===== src/rtl/core/mbpd_pkg.sv =====
package mbpd_pkg;

   localparam int BUTTONS_DEFAULT = 8;
   localparam int LEVEL_BITS      = 8;
   localparam int TIME_W          = 32;
   localparam int DEBOUNCE_W      = 16;
   localparam int COUNT_W         = 4;
   localparam int CSR_IDX_W       = 2;
   localparam int CSR_DATA_W      = 16;

   localparam logic [DEBOUNCE_W-1:0] DEBOUNCE_RESET = 16'd80;

   // register indexes
   localparam logic [CSR_IDX_W-1:0] CSR_DEBOUNCE_MS  = 2'd0;
   localparam logic [CSR_IDX_W-1:0] CSR_ENABLE_MASK  = 2'd1;
   localparam logic [CSR_IDX_W-1:0] CSR_BUTTON_COUNT = 2'd2;

   // one stored entry per button
   typedef struct packed {
      logic              seen_level;
      logic              reported;
      logic [TIME_W-1:0] change_time;
   } entry_type;

endpackage


===== src/rtl/core/multi_button_press_debouncer_unit.sv =====
// Channel  | Ports                         | Contents
// req      | req_tvalid/tready/tdata[39:0] | one poll: levels, now_ms
// rsp      | rsp_tvalid/tready/tdata[7:0]  | press_mask, one item per poll
// csr      | csr_wen/csr_index/csr_wdata   | debounce_ms, enable_mask, button_count
//
// An item runs from accept to result through these steps, with
// lim = min(button_count, BUTTONS, 8): one RAM read per button, the last
// entry's modify/write, a check that the loop is empty, and the result load.
// Synchronous active-high reset; the RAM needs no clearing pass (valid bits).
// Back in IDLE after the result load, a new poll is accepted even while the
// result waits; a second result waits in DONE until the output register frees up.
module multi_button_press_debouncer_unit #(
   parameter int BUTTONS = mbpd_pkg::BUTTONS_DEFAULT
) (
   input  logic                            clock,
   input  logic                            reset,
   input  logic                            req_tvalid,
   output logic                            req_tready,
   input  logic [39:0]                     req_tdata,  // [7:0] levels, [39:8] now_ms
   output logic                            rsp_tvalid,
   input  logic                            rsp_tready,
   output logic [7:0]                      rsp_tdata,  // [7:0] press_mask
   input  logic                            csr_wen,
   input  logic [mbpd_pkg::CSR_IDX_W-1:0]  csr_index,
   input  logic [mbpd_pkg::CSR_DATA_W-1:0] csr_wdata
);
   import mbpd_pkg::*;

   // only buttons below the level width can ever be watched
   localparam int LIM_MAX = (BUTTONS < LEVEL_BITS) ? BUTTONS : LEVEL_BITS;
   localparam int ADDR_W  = (LIM_MAX > 1) ? $clog2(LIM_MAX) : 1;
   localparam int CNT_W   = $clog2(LIM_MAX + 1);

   localparam logic [1:0] ST_IDLE = 2'd0;
   localparam logic [1:0] ST_RUN  = 2'd1;
   localparam logic [1:0] ST_DONE = 2'd2;

   // config registers
   logic [DEBOUNCE_W-1:0] debounce_ff, debounce_in;
   logic [LEVEL_BITS-1:0] enable_ff, enable_in;
   logic [COUNT_W-1:0]    count_ff, count_in;

   logic [1:0]            state_ff, state_in;
   logic                  primed_ff, primed_in;
   logic                  prime_item_ff, prime_item_in;
   logic [LEVEL_BITS-1:0] levels_ff, levels_in;
   logic [TIME_W-1:0]     now_ff, now_in;
   logic [CNT_W-1:0]      lim_ff, lim_in;
   logic [CNT_W-1:0]      rd_cnt_ff, rd_cnt_in;
   logic                  p1_valid_ff, p1_valid_in;
   logic [ADDR_W-1:0]     p1_idx_ff, p1_idx_in;
   logic [LEVEL_BITS-1:0] press_ff, press_in;
   logic                  out_valid_ff, out_valid_in;
   logic [LEVEL_BITS-1:0] out_press_ff, out_press_in;

   logic                  req_fire;
   logic                  rd_en;
   entry_type             rd_entry;
   entry_type             wr_entry;
   logic                  wr_en;
   logic                  lvl;
   logic [TIME_W-1:0]     ct;
   logic [TIME_W-1:0]     held;
   logic                  settled;
   logic                  press_bit;

   mbpd_state_ram #(
      .DEPTH  (LIM_MAX),
      .ADDR_W (ADDR_W)
   ) u_ram (
      .clock   (clock),
      .reset   (reset),
      .rd_en   (rd_en),
      .rd_addr (rd_cnt_ff[ADDR_W-1:0]),
      .rd_data (rd_entry),
      .wr_en   (wr_en),
      .wr_addr (p1_idx_ff),
      .wr_data (wr_entry)
   );

   assign req_tready = (state_ff == ST_IDLE);
   assign req_fire   = req_tvalid && req_tready;
   assign rsp_tvalid = out_valid_ff;
   assign rsp_tdata  = out_press_ff;

   // config writes
   always_comb begin
      debounce_in = debounce_ff;
      enable_in   = enable_ff;
      count_in    = count_ff;
      if (csr_wen) begin
         case (csr_index)
            CSR_DEBOUNCE_MS:  debounce_in = csr_wdata;
            CSR_ENABLE_MASK:  enable_in   = csr_wdata[LEVEL_BITS-1:0];
            CSR_BUTTON_COUNT: count_in    = csr_wdata[COUNT_W-1:0];
            default: ;
         endcase
      end
   end

   // per-button update of the entry read last cycle
   always_comb begin
      lvl       = levels_ff[p1_idx_ff];
      ct        = (lvl != rd_entry.seen_level) ? now_ff : rd_entry.change_time;
      held      = now_ff - ct;
      settled   = (held >= {{(TIME_W-DEBOUNCE_W){1'b0}}, debounce_ff});
      press_bit = 1'b0;
      wr_entry.seen_level  = lvl;
      wr_entry.change_time = ct;
      wr_entry.reported    = rd_entry.reported;
      if (prime_item_ff) begin
         wr_entry.change_time = now_ff;
         wr_entry.reported    = !lvl;
      end else if (settled) begin
         if (!lvl) begin
            press_bit         = !rd_entry.reported;
            wr_entry.reported = 1'b1;
         end else begin
            wr_entry.reported = 1'b0;
         end
      end
      wr_en = p1_valid_ff && enable_ff[p1_idx_ff];
   end

   always_comb begin
      state_in      = state_ff;
      primed_in     = primed_ff;
      prime_item_in = prime_item_ff;
      levels_in     = levels_ff;
      now_in        = now_ff;
      lim_in        = lim_ff;
      rd_cnt_in     = rd_cnt_ff;
      p1_valid_in   = 1'b0;
      p1_idx_in     = rd_cnt_ff[ADDR_W-1:0];
      press_in      = press_ff;
      rd_en         = 1'b0;
      out_valid_in  = out_valid_ff && !rsp_tready;
      out_press_in  = out_press_ff;

      if (wr_en && press_bit) begin
         press_in[p1_idx_ff] = 1'b1;
      end

      case (state_ff)
         ST_IDLE: begin
            if (req_fire) begin
               levels_in     = req_tdata[LEVEL_BITS-1:0];
               now_in        = req_tdata[LEVEL_BITS +: TIME_W];
               prime_item_in = !primed_ff;
               primed_in     = 1'b1;
               rd_cnt_in     = '0;
               press_in      = '0;
               if (count_ff > COUNT_W'(LIM_MAX)) begin
                  lim_in = CNT_W'(LIM_MAX);
               end else begin
                  lim_in = count_ff[CNT_W-1:0];
               end
               state_in = ST_RUN;
            end
         end
         ST_RUN: begin
            if (rd_cnt_ff < lim_ff) begin
               rd_en       = 1'b1;
               p1_valid_in = 1'b1;
               rd_cnt_in   = rd_cnt_ff + 1'b1;
            end else if (!p1_valid_ff) begin
               state_in = ST_DONE;
            end
         end
         ST_DONE: begin
            if (!out_valid_ff || rsp_tready) begin
               out_valid_in = 1'b1;
               out_press_in = press_ff;
               state_in     = ST_IDLE;
            end
         end
         default: state_in = ST_IDLE;
      endcase
   end

   always_ff @(posedge clock) begin
      if (reset) begin
         debounce_ff  <= DEBOUNCE_RESET;
         enable_ff    <= '0;
         count_ff     <= '0;
         state_ff     <= ST_IDLE;
         primed_ff    <= 1'b0;
         p1_valid_ff  <= 1'b0;
         out_valid_ff <= 1'b0;
      end else begin
         debounce_ff  <= debounce_in;
         enable_ff    <= enable_in;
         count_ff     <= count_in;
         state_ff     <= state_in;
         primed_ff    <= primed_in;
         p1_valid_ff  <= p1_valid_in;
         out_valid_ff <= out_valid_in;
      end
   end

   always_ff @(posedge clock) begin
      prime_item_ff <= prime_item_in;
      levels_ff     <= levels_in;
      now_ff        <= now_in;
      lim_ff        <= lim_in;
      rd_cnt_ff     <= rd_cnt_in;
      p1_idx_ff     <= p1_idx_in;
      press_ff      <= press_in;
      out_press_ff  <= out_press_in;
   end

endmodule


===== src/rtl/core/mbpd_state_ram.sv =====
module mbpd_state_ram #(
   parameter int DEPTH  = 8,
   parameter int ADDR_W = 3
) (
   input  logic                clock,
   input  logic                reset,
   input  logic                rd_en,
   input  logic [ADDR_W-1:0]   rd_addr,
   output mbpd_pkg::entry_type rd_data,
   input  logic                wr_en,
   input  logic [ADDR_W-1:0]   wr_addr,
   input  mbpd_pkg::entry_type wr_data
);
   import mbpd_pkg::*;

   entry_type        mem [DEPTH];
   logic [DEPTH-1:0] valid_ff;
   logic [DEPTH-1:0] valid_in;
   entry_type        rd_data_ff;
   logic             rd_valid_ff;

   always_comb begin
      valid_in = valid_ff;
      if (wr_en) begin
         valid_in[wr_addr] = 1'b1;
      end
   end

   always_ff @(posedge clock) begin
      if (reset) begin
         valid_ff <= '0;
      end else begin
         valid_ff <= valid_in;
      end
   end

   always_ff @(posedge clock) begin
      if (wr_en) begin
         mem[wr_addr] <= wr_data;
      end
      if (rd_en) begin
         rd_data_ff  <= mem[rd_addr];
         rd_valid_ff <= valid_ff[rd_addr];
      end
   end

   // entries never written read as the reset value
   assign rd_data = rd_valid_ff ? rd_data_ff : '0;

endmodule


===== config.mk =====
export PLATFORM = sky130hd
export DESIGN_NAME = multi_button_press_debouncer_unit
export DESIGN_NICKNAME = d
export VERILOG_FILES = /design/src/rtl/core/mbpd_pkg.sv /design/src/rtl/core/multi_button_press_debouncer_unit.sv /design/src/rtl/core/mbpd_state_ram.sv
export SDC_FILE = /design/constraint.sdc
export NUM_CORES = 1
export LEC_CHECK = 0
export ABC_AREA = 1
export CAP_MARGIN = 25
export CORE_UTILIZATION = 35
export DETAILED_ROUTE_END_ITERATION = 6
export DONT_BUFFER_PORTS = 1
export PLACE_DENSITY_LB_ADDON = 0.08
export SKIP_LAST_GASP = 1
export SLEW_MARGIN = 5
export SYNTH_ARGS = -nofsm -noshare
export SYNTH_HDL_FRONTEND = slang
export SYNTH_SLANG_ARGS = --single-unit

===== constraint.sdc =====
create_clock -name clock -period 5.2 [get_ports clock]
set_clock_uncertainty 0.05 [all_clocks]
set_input_delay 1.56 -clock clock [delete_from_list [all_inputs] [get_ports clock]]
set_output_delay 1.56 -clock clock [all_outputs]
set_load 0.005 [all_outputs]

==> flow_summary.json, run 1 <==
{
  "status": "completed",
  "startpoint_type": "register",
  "clock_insertion_delay_worst_skew_ns": 0.60,
  "capturing_instance_or_port_of_the_critical_path": "u_ram.mem[4][32]",
  "netlist_top_cells_area": "edfxtp_1 58%, nor2_1 6.7%, o21ai_0 5.8%",
  "required_time_at_the_endpoint_of_the_critical_path_ns": 5.58,
  "yosysTopAreaCellShare_pct": 57.60,
  "cts_max_path_buffers": 3,
  "worst_path_most_repeated_cell": "nand2_1",
  "critical_path.startpoint": "p1_idx_ff[0]",
  "crit_fanout": 18,
  "r2r-end": "u_ram.mem[4][32]",
  "vias": 13360,
  "syn-cell-area_um2": 18980,
  "drt_first_pass_iters": 6,
  "ant_nets": 0,
  "final.min_clock_period_ns": 4.632,
  "drc_errors": 0,
  "critical_path.slowest_cell": "dfxtp_4",
  "placeableCoreArea_um2": 53080,
  "setup_tns_ns": 0,
  "mostFrequentLayoutCells": "364 x edfxtp_1, 336 x nor2_1, 246 x nand2_1",
  "clock_root_buffer_master": "clkbuf_16",
  "rr_startpoint": "p1_idx_ff[0]",
  "post_route_cells_drive_above_1_share_pct": 9.881,
  "synth-seq-cells": 416,
  "max_freq_mhz": 215.9,
  "netlist.top_cell.by_area": "edfxtp_1",
  "tightestPinTransition_ns": 1.012,
  "fin_nets": 1999,
  "number_of_antenna_violations_at_the_first_check_in_global_routing": 0,
  "groute.usage.overall_pct": 19.46,
  "area_growth_pct": 12.87,
  "ioPinCount": 73,
  "synth-main-ff-cell": "edfxtp_1",
  "detailedPlacementHpwl_mm": 34.72,
  "setup_viol": 0,
  "routedWlPerCell_um": 20.49,
  "global_route_wire_length_before_repair_mm": 80.72,
  "worst_path_dominant_cell_family": "simple AND/OR/NAND/NOR gates",
  "hp-class": "reg2reg",
  "die_h_um": 234.9,
  "postLayoutCellArea_um2": 21420,
  "synth_enable_flop_cells": 364,
  "drt_wl_total_mm": 53.70,
  "hold_viol": 0,
  "synth_cells": 1869,
  "report.final.slew_viol_count": 0,
  "vias_in_the_first_global_route": 12880,
  "htreeDepth": 2,
  "cp.depth": 38,
  "grt_setup_unrepaired": "false",
  "initialDrtViolationCount": 1080,
  "vias_per_cell": 5.096,
  "final.period_utilization_pct": 89.08,
  "critPathArrivalTime_ns": 5.01,
  "worst_path_max_stage_delay_ns": 0.38,
  "cts_sinks": 416,
  "tritoncts": "done",
  "critical_path_buf_inv_count": 7,
  "part_of_the_yosys_area_used_for_sequential_elements_pct": 63.08,
  "async_flop_share_pct": 0,
  "path_class": "reg2reg",
  "synth_nets": 1973,
  "post_synth.cell_area_avg_um2": 10.15,
  "timing.slew.headroom_pct": 31.82,
  "fill_cells": 5139,
  "place.port_buffers": 0,
  "dieWidth_um": 234.9,
  "hold_buffers": 0,
  "start_util_pct": 35.75,
  "die_area_um2": 55150,
  "layout_commonest_cell": "edfxtp_1",
  "tritoncts.num_buffers": 46,
  "timing.reg2reg.worst_path_depth": 38,
  "gp_routability_congestion": 0.9338,
  "cts.reportedPaths.clkPinSlew_ns": 0.06,
  "yosys_warnings": 0,
  "placed_cell_area_um2": 19870,
  "end_kind": "register",
  "drv.max_cap_violation_count": 0,
  "r2r_slack_ns": 0.57,
  "globalRouteOverflowTotal": 0,
  "fp-row-count": 84,
  "diodes": 0,
  "grt_max_degree": 87,
  "post_synth_cell_types": 41
}
## cell type report
cell class | instances | area (um^2) | area share, %
inverter | 183 | 691.9 | 3.230
clock inverter | 28 | 241.5 | 1.127
sequential | 416 | 11980 | 55.92
clock buffer | 58 | 1206 | 5.631
tap | 688 | 860.8 | 4.019
multi-input combinational | 1195 | 6028 | 28.14
timing repair buffer | 53 | 412.9 | 1.928
## worst reg2reg max path: cells and delay by family (launching register included)
family | cells | cell delay (ns)
AO/OA/AOI/OAI | 3 | 0.46
XOR/XNOR | 1 | 0.15
adder cells (fa/ha/maj) | 2 | 0.46
buffers and inverters | 7 | 0.83
flip-flops | 1 | 0.38
AND/OR/NAND/NOR | 25 | 2.18
## synthesized netlist by cell type (2+ instances only)
library cell and number:
a211oi_1 2, a21boi_0 4, a21oi_1 75, a22oi_1 20, a31oi_1 41, buf_1 6, buf_6 2, clkbuf_1 66
clkinv_1 3, dfxtp_1 52, edfxtp_1 364, ha_1 41, inv_1 172, inv_2 7, nand2_1 247, nand2_2 20
nand2_4 3, nand3_1 52, nand3_2 15, nand3_4 2, nand4_1 11, nor2_1 339, nor2_2 8, nor3_1 19
o211ai_1 5, o21a_1 7, o21ai_0 219, o21ai_1 5, o22ai_1 35, xnor2_1 2, xor2_1 15
## how the worst min path moves through the flow
stage | cells past startpoint | from | end
floorplan | 0 | rd_cnt_ff[0] | p1_idx_ff[0]
global placement | 0 | press_ff[5] | rsp_tdata[5]
detailed placement | 0 | press_ff[0] | rsp_tdata[0]
CTS | 0 | press_ff[5] | rsp_tdata[5]
global route | 0 | press_ff[5] | rsp_tdata[5]
finish | 0 | press_ff[5] | rsp_tdata[5]
## cell families (layout without fill, tap and decap cells)
| kind of cell | after synthesis | after routing | share of synthesized area, % |
|---|---|---|---|
| AND/OR/NAND/NOR | 718 | 718 | 15.97 |
| AO/OA/AOI/OAI | 419 | 419 | 12.18 |
| flip-flops | 416 | 416 | 63.08 |
| buffers and inverters | 258 | 322 | 5.281 |
| adder cells (fa/ha/maj) | 41 | 41 | 2.703 |
| XOR/XNOR | 17 | 17 | 0.7846 |
## state kept, by name (all words and copies together) (netlist names)
signal / flops
count_ff: 4
debounce_ff: 16
enable_ff: 8
levels_ff: 8
lim_ff: 4
now_ff: 32
p1_idx_ff: 3
p1_valid_ff: 1
press_ff: 8
prime_item_ff: 1
primed_ff: 1
rd_cnt_ff: 4
rsp_tdata: 8
rsp_tvalid: 1
state_ff: 2
u_ram.mem: 272
u_ram.rd_data_ff: 34
u_ram.rd_valid_ff: 1
u_ram.valid_ff: 8
## through the flow
| stage | instances | worst slack [ns] | hold slack (ns) | utilization (%) |
|---|---|---|---|---|
| floorplan | 1869 | 0.3573 | 0.3246 | - |
| global placement | 2513 | 0.2866 | 0.3652 | 37.27 |
| detailed placement | 2524 | 0.2116 | 0.3701 | 37.44 |
| CTS | 2610 | 0.1903 | 0.3775 | 40.17 |
| global route | 2621 | 0.009982 | 0.3837 | 40.36 |
| finish | 2621 | 0.5676 | 0.3854 | 40.36 |
## metal layers
| metal | GRT usage [%] | up-vias | part of all wire, % |
|---|---|---|---|
| li1 | - | 6531 | - |
| met1 | 28.47 | 6447 | 49 |
| met2 | 29.36 | 304 | 43 |
| met3 | 2.784 | 74 | 4.3 |
| met4 | 6.858 | 0 | 3.1 |
| met5 | 0 | - | 0 |
## what timing repair did
action                     in CTS  in global routing
resized for setup               0                  8
setup endpoints to repair       0                 16
buffers inserted                0                  2
Power of run 1 is not shown: default switching activity piles up to over one toggle a cycle in this logic, so the estimate is an artifact.
==> run 2, diff against run 1 <==
--- a/config.mk
+++ b/config.mk
@@ -8,6 +8,7 @@
 export ABC_AREA = 1
 export CAP_MARGIN = 25
 export CORE_UTILIZATION = 35
+export CTS_BUF_LIST = sky130_fd_sc_hd__clkbuf_8 sky130_fd_sc_hd__clkbuf_16
 export DETAILED_ROUTE_END_ITERATION = 6
 export DONT_BUFFER_PORTS = 1
 export PLACE_DENSITY_LB_ADDON = 0.08
==> constraint.sdc (replaced) <==
create_clock -name clock -period 5 [get_ports clock]
set_clock_uncertainty 0.05 [all_clocks]
set_input_delay 1.5 -clock clock [delete_from_list [all_inputs] [get_ports clock]]
set_output_delay 1.5 -clock clock [all_outputs]
set_load 0.005 [all_outputs]
==> run 2 against run 1 <==
Non-clock buffer count shrank 1. Critical path depth shrank 11. Routed wire length grew 0.22%. Worst hold slack lost 0.0016 ns. Fmax grew 2.0%. Worst setup slack lost 0.11 ns. Via count grew 0.36%. Sequential share of layout area grew 0.16 points. First-iteration DRC count grew 7.2%. Global-route usage grew 0.057 points. Sequential cell count is the same. Final cell count shrank 0.31%. Largest cell class unchanged. Highest routed layer unchanged.
==> flow_summary.json, run 2 (synthesis gave the netlist of run 1 again) <==
{
  "status": "completed",
  "diodes": 0,
  "crit_fanout": 14,
  "worst_hold_path_endpoint": "rsp_tdata[4]",
  "timing.slew.headroom_pct": 27.00,
  "end_kind": "register",
  "hp-class": "reg2reg",
  "gp_routability_congestion": 0.9516,
  "final.period_utilization_pct": 90.87,
  "worst_path_most_repeated_cell": "nand2_1",
  "fin_nets": 1997,
  "report.final.slew_viol_count": 0,
  "grt.met1_usage_pct": 28.79,
  "critPathArrivalTime_ns": 4.81,
  "ant_nets": 0,
  "fill_cells": 5115,
  "post_route_cells_drive_above_1_share_pct": 9.610,
  "rr_startpoint": "p1_idx_ff[0]",
  "globalRouteOverflowTotal": 0,
  "vias": 13400,
  "timing.reg2reg.worst_path_depth": 27,
  "placed_cell_area_um2": 19880,
  "r2r_slack_ns": 0.46,
  "required_time_at_the_endpoint_of_the_critical_path_ns": 5.27,
  "critical_path.slowest_cell": "a2111oi_0",
  "cts_sinks": 416,
  "min-delay-start": "press_ff[4]",
  "start_util_pct": 35.75,
  "detailedPlacementHpwl_mm": 35.25,
  "global_route_wire_length_before_repair_mm": 81.52,
  "area_growth_pct": 12.57,
  "vias_in_the_first_global_route": 12840,
  "cts_max_path_buffers": 3,
  "path_class": "reg2reg",
  "final_critical_path_setup_slack_ns": 0.4565,
  "clock_insertion_delay_worst_skew_ns": 0.58,
  "die_h_um": 234.9,
  "fp-row-count": 84,
  "reg.largest.list": "u_ram.mem x272, u_ram.rd_data_ff x34, now_ff x32",
  "htreeDepth": 2,
  "tritoncts": "done",
  "mostFrequentLayoutCells": "364 x edfxtp_1, 334 x nor2_1, 246 x nand2_1",
  "clock_root_buffer_master": "clkbuf_16",
  "layout_commonest_cell": "edfxtp_1",
  "holdPathStages": 0,
  "vias_per_cell": 5.130,
  "worst_path_max_stage_delay_ns": 0.42,
  "met2_usage_pct": 29.54,
  "setup_viol": 0,
  "drt_first_pass_iters": 5,
  "largest_reg_flops": 272,
  "grt_max_degree": 81,
  "placeableCoreArea_um2": 53080,
  "routedWlPerCell_um": 20.60,
  "postLayoutCellArea_um2": 21360,
  "initialDrtViolationCount": 1158,
  "hold_buffers": 0,
  "worst_hold_slack_ns": 0.3838,
  "final.min_clock_period_ns": 4.543,
  "tritoncts.num_buffers": 45,
  "hold_viol": 0,
  "setup_tns_ns": 0,
  "die_area_um2": 55150,
  "startpoint_type": "register",
  "placement.setup.worst_slack_ns": -0.001902,
  "use_met3_pct": 3.148,
  "number_of_antenna_violations_at_the_first_check_in_global_routing": 1,
  "groute.usage.overall_pct": 19.52,
  "dieWidth_um": 234.9,
  "drt_wl_total_mm": 53.82,
  "r2r-end": "u_ram.mem[5][32]",
  "ioPinCount": 73,
  "top_usage_layer": "met2",
  "drc_errors": 0,
  "tightestPinTransition_ns": 1.090,
  "registers.top_by_ff_count": "u_ram.mem",
  "drv.max_cap_violation_count": 0,
  "place.port_buffers": 0,
  "cts.reportedPaths.clkPinSlew_ns": 0.06,
  "max_freq_mhz": 220.1
}
-- run 2: layout make-up --
class                           instances  area, um^2  area share, %
Multi-Input combinational cell       1195        6068          28.41
Timing Repair Buffer                   52       447.9          2.097
Clock buffer                           47        1154          5.400
Clock inverter                         32       158.9         0.7439
Tap cell                              688       860.8          4.030
Sequential cell                       416       11980          56.08
Inverter                              183       691.9          3.239
-- run 2: worst max path at each step --
stage,from,endpoint,slack (ns),depth (start not counted)
floorplan,rsp_tready,rd_cnt_ff[0],0.22,6
detailed placement,p1_idx_ff[0],u_ram.mem[2][32],-0.002,34
global placement,p1_idx_ff[0],u_ram.mem[2][32],0.13,34
global route,p1_idx_ff[0],u_ram.mem[1][32],-0.01,38
CTS,p1_idx_ff[0],u_ram.mem[0][32],0.10,34
finish,p1_idx_ff[0],u_ram.mem[5][32],0.46,27
-- run 2: worst max-delay path: cells and delay by family (launching register included) --
family / cells / cell delay [ns]
simple gates: 16 / 1.68
compound gates: 5 / 1.18
buf+inv: 5 / 0.59
flops: 1 / 0.41
fa+ha+maj: 1 / 0.35
-- run 2: repair_timing --
item                                    in CTS  in global routing
setup buffers                                0                  2
pin swaps                                    0                  1
endpoints found under the setup margin       8                 16
gates resized for setup                      1                 17
gates cloned                                 0                  1
-- run 2: stage by stage --
stage,std cells,utilization [%]
2_1_floorplan,1869,-
3_3_place_gp,2513,37.32
3_5_place_dp,2524,37.46
4_1_cts,2603,39.93
5_1_grt,2613,40.25
6_report,2613,40.25
-- run 2: layer usage --
| layer | wire (um) | share of wire (%) |
|---|---|---|
| met4 | 1256 | 2.3 |
| met3 | 2712 | 5.0 |
| met5 | 0 | 0 |
| met2 | 23320 | 43 |
| met1 | 26520 | 49 |
Power of run 2 is left out for the same reason.
==> run 3, diff against run 2 <==
--- a/config.mk
+++ b/config.mk
@@ -7,6 +7,8 @@
 export LEC_CHECK = 0
 export ABC_AREA = 1
 export CAP_MARGIN = 25
+export CELL_PAD_IN_SITES_DETAIL_PLACEMENT = 1
+export CELL_PAD_IN_SITES_GLOBAL_PLACEMENT = 2
 export CORE_UTILIZATION = 35
 export CTS_BUF_LIST = sky130_fd_sc_hd__clkbuf_8 sky130_fd_sc_hd__clkbuf_16
 export DETAILED_ROUTE_END_ITERATION = 6
==> run 3 against run 2 <==
Non-clock buffer count rose by 5. Routed wire length rose by 6.9%. Global-route usage rose by 1.3 points. Sequential share of layout area fell by 0.56 points. Largest cell class unchanged.
==> flow_summary.json, run 3 (synthesis gave the netlist of run 1 again) <==
{
  "status": "completed",
  "path_class": "reg2reg",
  "layout_commonest_cell": "edfxtp_1",
  "mostFrequentLayoutCells": "364 x edfxtp_1, 335 x nor2_1, 246 x nand2_1",
  "grt.met1_usage_pct": 30.96,
  "setup_tns_ns": 0,
  "drt_first_pass_iters": 5,
  "clock_root_buffer_master": "clkbuf_16",
  "max_freq_mhz": 222.2,
  "cp.depth": 37,
  "tightestPinTransition_ns": 1.071,
  "cts_sinks": 416,
  "end_kind": "register",
  "setup_viol": 0,
  "tritoncts.num_buffers": 47,
  "worst_path_max_stage_delay_ns": 0.38,
  "timing.slew.headroom_pct": 27.86,
  "cts.reportedPaths.clkPinSlew_ns": 0.05,
  "cts_max_path_buffers": 3,
  "report.final.slew_viol_count": 0,
  "r2r_slack_ns": 0.50,
  "final.min_clock_period_ns": 4.501,
  "fp-row-count": 84,
  "global_route_wire_length_before_repair_mm": 86.22,
  "number_of_antenna_violations_at_the_first_check_in_global_routing": 0,
  "use_met3_pct": 2.831,
  "ant_nets": 0,
  "critical_path_buf_inv_count": 7,
  "htreeDepth": 2,
  "drc_errors": 0,
  "vias_per_cell": 5.140,
  "met2_usage_pct": 31.89,
  "critical_path.slowest_cell": "dfxtp_4",
  "initialDrtViolationCount": 875,
  "worst_path_dominant_cell_family": "simple AND/OR/NAND/NOR gates",
  "post_route_cells_drive_above_1_share_pct": 10.27,
  "globalRouteOverflowTotal": 0,
  "groute.usage.overall_pct": 20.82,
  "top_usage_layer": "met2",
  "gp_routability_congestion": 0.8648,
  "tritoncts": "done",
  "required_time_at_the_endpoint_of_the_critical_path_ns": 5.39,
  "clock_insertion_delay_worst_skew_ns": 0.61,
  "die_area_um2": 55150,
  "detailedPlacementHpwl_mm": 38.64,
  "drt_wl_total_mm": 57.56,
  "hold_buffers": 0,
  "hold_viol": 0,
  "largest_reg_flops": 272,
  "crit_fanout": 17,
  "grt_setup_unrepaired": "false",
  "area_growth_pct": 13.71,
  "routedWlPerCell_um": 21.93,
  "hp-class": "reg2reg",
  "vias_in_the_first_global_route": 13450,
  "dieWidth_um": 234.9,
  "place.port_buffers": 0,
  "startpoint_type": "register",
  "critPathArrivalTime_ns": 4.89,
  "grt_max_degree": 144,
  "die_h_um": 234.9,
  "start_util_pct": 35.75,
  "holdPathStages": 0,
  "drv.max_cap_violation_count": 0,
  "fin_nets": 2004,
  "diodes": 0,
  "worst_path_most_repeated_cell": "nand2_1",
  "registers.top_by_ff_count": "u_ram.mem",
  "reg.largest.list": "u_ram.mem x272, u_ram.rd_data_ff x34, now_ff x32",
  "placeableCoreArea_um2": 53080,
  "ioPinCount": 73,
  "postCtsSetupBuffers": 0,
  "vias": 13490,
  "timing.reg2reg.worst_path_depth": 37,
  "final.period_utilization_pct": 90.02
}
## run 3: worst reg2reg max path, delay by kind of cell, from the launching register on
family                   cells  cell delay [ns]
AND/OR/NAND/NOR             24             2.11
flip-flops                   1             0.38
XOR/XNOR                     1             0.16
adder cells (fa/ha/maj)      2             0.45
AO/OA/AOI/OAI                3             0.41
buffers and inverters        7             0.76
## run 3: final cells by class
| type | instances | area, um^2 |
|---|---|---|
| Timing Repair Buffer | 57 | 516.7 |
| Clock inverter | 38 | 286.5 |
| Clock buffer | 48 | 1190 |
| Sequential cell | 416 | 11980 |
| Tap cell | 688 | 860.8 |
| Fill cell | 5825 | 31500 |
| Inverter | 183 | 691.9 |
| Multi-Input combinational cell | 1195 | 6052 |
## run 3: metal layers
layer | routed length, um | vias up | share of wire (%)
met1 | 28890 | 6695 | 50
met5 | 0 | - | 0
met2 | 25450 | 193 | 44
met4 | 1068 | 0 | 1.9
met3 | 2147 | 69 | 3.7
li1 | - | 6536 | -
## run 3: metrics by stage
step	std cells	area [um^2]	hold slack, ns	worst slack [ns]	util (%)
floorplan	1869	18980	0.3246	0.2173	-
global placement	2517	19840	0.3665	0.2939	37.38
detailed placement	2526	19930	0.3673	0.1977	37.55
CTS	2612	21400	0.3814	0.1820	40.33
global route	2625	21580	0.3946	0.004085	40.66
finish	2625	21580	0.3792	0.4989	40.66
## run 3: timing repair
action,4_1_cts,5_1_grt
setup endpoints to repair,0,16
hold endpoints to repair,0,0
resized for setup,0,15
## run 3: final timing paths
| path | start | to |
|---|---|---|
| max | p1_idx_ff[2] | press_ff[4] |
| min | press_ff[3] | rsp_tdata[3] |
| max reg2reg | p1_idx_ff[2] | press_ff[4] |
| min reg2reg | press_ff[3] | rsp_tdata[3] |
Power of run 3 is left out for the same reason.
